==> config.mk <==
export PLATFORM = sky130hd
export DESIGN_NAME = gcd_rad
export DESIGN_NICKNAME = d
export VERILOG_FILES = /design/src/design/gcd_pkg.sv /design/src/design/gcd_rad.sv
export SDC_FILE = /design/constraint.sdc
export NUM_CORES = 2
export LEC_CHECK = 0
export BUFFER_PORTS_ARGS = -buffer_cell sky130_fd_sc_hd__clkbuf_2
export CORE_MARGIN = 4
export CORE_UTILIZATION = 38
export CTS_BUF_LIST = sky130_fd_sc_hd__clkbuf_4 sky130_fd_sc_hd__clkbuf_8
export DETAILED_ROUTE_END_ITERATION = 10
export PLACE_DENSITY = 0.59
export REMOVE_ABC_BUFFERS = 1
export SLEW_MARGIN = 5
export SYNTH_ARGS = -nofsm -noshare
export SYNTH_HDL_FRONTEND = slang
export SYNTH_SLANG_ARGS = --single-unit
==> constraint.sdc <==
create_clock -name aclk -period 14.03 [get_ports aclk]
set_clock_uncertainty 0.05 [all_clocks]
set_input_delay 4.209 -clock aclk [delete_from_list [all_inputs] [get_ports aclk]]
set_output_delay 4.209 -clock aclk [all_outputs]
set_load 0.01 [all_outputs]
==> src/design/gcd_pkg.sv <==
// Shared constants and types for the great-circle distance pipeline.
package gcd_pkg;

    localparam int TERMS     = 14;
    localparam int TAY_LAT   = 2 * TERMS + 2;
    localparam int RAD_LAT   = 3;
    localparam int BIS_STEPS = 32;

    localparam logic [31:0] ONE_Q30    = 32'd1073741824;
    localparam logic [31:0] HALF_Q30   = 32'd536870912;
    localparam logic [31:0] PI_Q30     = 32'd3373259426;
    localparam logic [31:0] HALFPI_Q30 = 32'd1686629713;
    localparam logic signed [31:0] POS_ONE = 32'sd1073741824;
    localparam logic signed [31:0] NEG_ONE = -32'sd1073741824;

    localparam logic signed [23:0] LAT_MAX   = 24'sd5898240;
    localparam logic signed [24:0] LON_MAX   = 25'sd11796480;
    localparam logic [25:0]        FULL_TURN = 26'd23592960;

    // degrees Q16 -> radians Q30: (m * RAD_NUM + RAD_HALF) / RAD_DEN
    localparam logic [30:0] RAD_NUM  = 31'd1638400000;
    localparam logic [22:0] RAD_DEN  = 23'd5729578;
    localparam logic [22:0] RAD_HALF = 23'd2864789;
    localparam int          RAD_SH   = 24;
    localparam logic [63:0] RAD_RECIP_W = (64'd1638400000 << RAD_SH) / 64'd5729578;
    localparam logic [32:0] RAD_RECIP   = RAD_RECIP_W[32:0];
    localparam logic [63:0] RAD_OFS_W   = (64'd2864789 << RAD_SH) / 64'd5729578;
    localparam logic [23:0] RAD_OFS     = RAD_OFS_W[23:0];

    localparam logic [22:0] EARTH_M = 23'd6371000;

    typedef struct packed {
        logic [31:0]        lo;
        logic [31:0]        hi;
        logic signed [31:0] c;
    } bis_t;

endpackage

==> src/design/gcd_rad.sv <==
// Degrees-to-radians converter: reciprocal estimate plus one remainder correction.
module gcd_rad (
    input  logic        aclk,
    input  logic        aresetn,
    input  logic        en,
    input  logic        in_vld,
    input  logic [23:0] mag,
    output logic        out_vld,
    output logic [31:0] rad
);
    import gcd_pkg::*;

    logic        v1_reg, v2_reg, v3_reg;
    logic [23:0] m1_reg;
    logic [56:0] p1_reg;
    logic [55:0] num2_reg;
    logic [55:0] qd2_reg;
    logic [31:0] est2_reg;
    logic [31:0] rad3_reg;
    logic [55:0] rem;

    always_ff @(posedge aclk) begin
        if (!aresetn) begin
            v1_reg <= 1'b0;
            v2_reg <= 1'b0;
            v3_reg <= 1'b0;
        end else if (en) begin
            v1_reg <= in_vld;
            v2_reg <= v1_reg;
            v3_reg <= v2_reg;
        end
    end

    assign rem = num2_reg - qd2_reg;

    always_ff @(posedge aclk) begin
        if (en) begin
            // estimate never exceeds the true quotient, and is short by at most one
            m1_reg   <= mag;
            p1_reg   <= 57'(mag) * 57'(RAD_RECIP) + 57'(RAD_OFS);
            est2_reg <= p1_reg[55:24];
            num2_reg <= 56'(m1_reg) * 56'(RAD_NUM) + 56'(RAD_HALF);
            qd2_reg  <= 56'(p1_reg[55:24]) * 56'(RAD_DEN);
            rad3_reg <= est2_reg + ((rem >= 56'(RAD_DEN)) ? 32'd1 : 32'd0);
        end
    end

    assign out_vld = v3_reg;
    assign rad     = rad3_reg;

endmodule

# Word level (Yosys, flattened, before mapping)
# Cells that the tools add are included.
# word_totals
register_bits	257
inputBits	28
output_inout_bits	33
elab_cells	18
# op_classes
addsub	4
mul	3
magnitude_cmp	1
mux	1
# ops
cell	n
adder 55 x 22 -> 56 bit, second input constant	1
adder 56 x 24 -> 56 bit, second input constant	1
>= comparator 56 x 23 -> 1 bit, second input constant	1
subtractor 56 x 55 -> 56 bit	1
multiplier 24 x 31 -> 54 bit, second input constant	1
multiplier 32 x 22 -> 54 bit, second input constant	1
multiplier 24 x 12 -> 36 bit, second input constant	1
adder 32 x 1 -> 32 bit	1
two-way mux 1 bit	1

# Depth between registers and ports, before layout
# depth
ltp_word	4
mapped_depth	29

# Worst setup path before layout
# Ideal clock, no wire load.
# synth_path
path_type	input port to flip-flop
from	input port mag[12]
to	register p1_reg[55] (data pin)
setup_ps	255
t_arrival_ps	11573
path_slack_ps	2152
path_stages	24
n_path_buf	1
cell_sequence	fa_1 > fa_1 > fa_1 > inv_1 > fa_1 > fa_1 > inv_1 > fa_1 > inv_1 > fa_1 > inv_1 > ha_1 > buf_4 > a2111oi_2 > o21ai_1 > a31o_2 > a211oi_1 > xnor2_1 > nand3_1 > nor4b_2 > or4b_4 > nor3_4 > mux2_1 > and3_1
# synth_between
elab_chain_cells	2
# synth_rtl
element	line_no	source
from (decl)	gcd_rad.sv:7	input logic [23:0] mag,
multiplier 24 x 31 -> 54 bit	gcd_rad.sv:40	p1_reg <= 57'(mag) * 57'(RAD_RECIP) + 57'(RAD_OFS);
adder 56 x 24 -> 56 bit	gcd_rad.sv:40	
to (signal assigned)	gcd_rad.sv:40	
to (decl)	gcd_rad.sv:15	logic [56:0] p1_reg;
# No other way between the ends.
# A chain may end at the register's enable or synchronous reset.

# Final worst setup path
# layout_path
from	input port mag[6]
to	register p1_reg[55] (data pin)
# Same word-level chain as after synthesis.

==> summary.md <==
| Metric | Value |
|---|---|
| Placed cell count | `about 5,400` |
| Max FFs per register | `between 50 and 60` |
| Mux cell area share after synthesis | `0.298%` |
| First-pass GRT wire length | `176,000 microns` |
| DRT Wirelength | `roughly 110,000 microns` |
| Synth Register Bits | `approximately 210` |
| Initial antenna violation count | `1` |
| Vias in the first global route | `between 30,000 and 40,000` |
| Die ar. | `around 110,000 sq um` |
| Drt drc | `0` |
| Worst slew margin | `21.6%` |
| Total GRT Usage | `20.5%` |
| Iter 0 DRT Violations | `1,496` |
| Initial Utilization | `38.3%` |
| CTS Sinks | `between 200 and 250` |
| Core Region | `~110,000 sq um` |
| Count of cell types in the netlist | `94` |
| Buffer depth of the longest clock path | `3` |
| First-pass DRT Iterations | `5` |
| Synth Area in Compound Gates | `approximately 9%` |
| Synth Flop Type | `edfxtp_1` |
| CTS tree | `done` |
| Die Height | `roughly 340 microns` |
| Main combinational cell family by area after synthesis | `adder cells` |
| Hold Crit Class | `reg2reg` |
| Area delta synth->final | `6.84%` |
| Nets | `about 5,500` |
| Tmin final | `12.29 ns` |
| Simple-Gate Fraction of Synth Area | `approximately 7.5%` |
| CTS clk-pin slew, worst paths | `approximately 0.060 ns` |
| Layout cells sized above 1 | `under 10%` |
| Final Cycle Share | `approximately 88%` |
| Routability congestion estimate | `0.964` |
| Xor/xnor cell area share of the yosys netlist | `4.49%` |
| Commonest cells after routing, fill and taps aside | `inv_1, fa_1, ha_1` |
| Vias per cell | `5.12` |
| Post-CTS setup buffers | `0` |
| Most common cell after layout, fill and taps aside | `inv_1` |
| GRT overflow | `0` |
| Post-cts resize count | `0` |
| Ys async rst share | `0%` |
| MaxCap Viol Count | `0` |
| I/O pin cnt | `between 60 and 70` |
| Maximum net fanout on the critical path | `7` |
| Hold_buf cts | `0` |
| RSZ-0062 raised after global routing | `no` |
| Kind of critical path | `in2reg` |
| H-tree depth | `2` |
| ANT nets after route | `0` |
| Worst slew pin tran | `1.16 ns` |
| Total number of vias | `~28,000` |
| Setup violators final | `0` |
| Fmax achieved | `a little over 0.08 GHz` |
| CP startpoint kind | `primary input` |
| Status | `completed` |
| Mapped Area | `about 41,000 sq um` |
| Largest net degree at the start of global routing | `roughly 150` |
| Average instance area after synthesis | `slightly above 10 sq um` |
| Syn. warnings | `0` |
| Crit path arrival time | `12.68 ns` |
| Sum Neg Setup Slack | `0 ns` |
| CP required | `between 10 and 15 ns` |
| Row count | `120` |
| Final std cells w/o fill | `approximately 5,500` |
| Number of synthesized flops with an enable pin | `between 200 and 250` |
| Max Slew Vio Count | `0` |
| DIE WIDTH | `337 microns` |
| # port buffers | `60` |
| Drt wl/cell | `around 20 microns` |
| Hold Violations, Final | `0` |
| Root buf cell | `clkbuf_8` |
| Sequential share of the synthesized area | `15.4%` |
| Synth Instances | `around 4,000` |
| Worst-Skew Late Latency | `approximately 0.7 ns` |
| Post-synthesis adder-cell area fraction | `about 53%` |
| TritonCTS Buffers | `43` |
| CP Capture Type | `register` |
| Placed wire-length estimate | `about 99,000 microns` |
==> per-stage QoR <==
stage | cell area [sq um] | utilization (%) | hold slack (ns) | worst slack (ns)
after floorplan | 41000 | - | 0.432 | 2.18
after global placement | 43100 | 40.1 | 0.446 | 1.21
after detailed placement | 43100 | 40.1 | 0.455 | 1.09
after CTS | 44000 | 41.0 | 0.470 | 1.84
after global routing | 44000 | 41.0 | 0.508 | 1.29
final | 44000 | 41.0 | 0.463 | 1.74
==> synthesized netlist by cell type (all sizes together) (12+ instances only) <==
master	n	share of area [%]
inv	1047	9.6
fa	687	33
ha	657	20
edfxtp	209	15
a21oi	171	2.1
nand2	141	1.3
xnor2	139	3.0
nor2	122	1.1
o21ai	111	1.4
a21o	76	1.4
nand3	74	0.90
xor2	72	1.5
nor3	38	0.49
and3	35	0.54
nand4	35	0.53
clkbuf	30	0.27
o21a	29	0.53
and4	22	0.48
nor2b	22	0.33
o21bai	21	0.38
a31oi	20	0.30
and2	19	0.29
nor4	16	0.26
or2	14	0.21
or3	14	0.23
nand2b	13	0.20
a211oi	12	0.22
o31ai	12	0.23
==> cell type report <==
type,count,area [sq um]
timing repair buffer,62,338
tap,1403,1760
inverter,1047,3930
fill,10402,63400
sequential,212,6340
antenna,2,5.00
clock inverter,24,194
multi-input combinational,2724,30700
clock buffer,56,689
==> logic make-up after synthesis <==
kind of cell	after synthesis
AO/OA/AOI/OAI	563
AND/OR/NAND/NOR	593
multiplexers	12
adder cells (fa/ha/maj)	1345
buffers and inverters	1082
flip-flops	212
XOR/XNOR	211
==> critical path: stages <==
cell       delay (ns)
clkbuf_2         0.27
inv_1            0.11
fa_1             0.72
inv_1            0.15
fa_1             0.51
fa_1             0.53
fa_1             0.53
inv_1            0.05
fa_1             0.47
inv_1            0.06
fa_1             0.54
inv_1            0.06
fa_1             0.52
inv_1            0.05
ha_1             0.43
a2111oi_2        0.47
o21ai_0          0.15
a41oi_1          0.55
nor4_1           0.12
nor3_1           0.44
o21ai_0          0.18
or2_2            0.33
xor2_1           0.26
nand3_1          0.19
nor3_4           0.27
mux2_1           0.36
and3_1           0.14
==> per-layer routing <==
metal / up-vias / GRT usage, % / routed length [microns]
li1: 13227 / - / -
met1: 14186 / 24.7 / 45900
met2: 682 / 36.5 / 56800
met3: 221 / 3.29 / 5240
met4: 0 / 8.01 / 5260
met5: - / 0 / 0
==> worst paths after layout <==
kind	startpoint	to	slack, ns	depth (start not counted)
setup / recovery	mag[6]	p1_reg[55]$_DFFE_PP_	1.74	27
setup reg to reg	p1_reg[28]$_DFFE_PP_	qd2_reg[52]$_DFFE_PP_	5.62	22
hold reg to reg	out_vld$_SDFFE_PN0P_	out_vld$_SDFFE_PN0P_	0.46	2
hold / removal	out_vld$_SDFFE_PN0P_	out_vld$_SDFFE_PN0P_	0.46	2
Power is left out: the tool's default activity adds up to more than one toggle a clock period on the data nets, which glitch-free logic cannot reach.
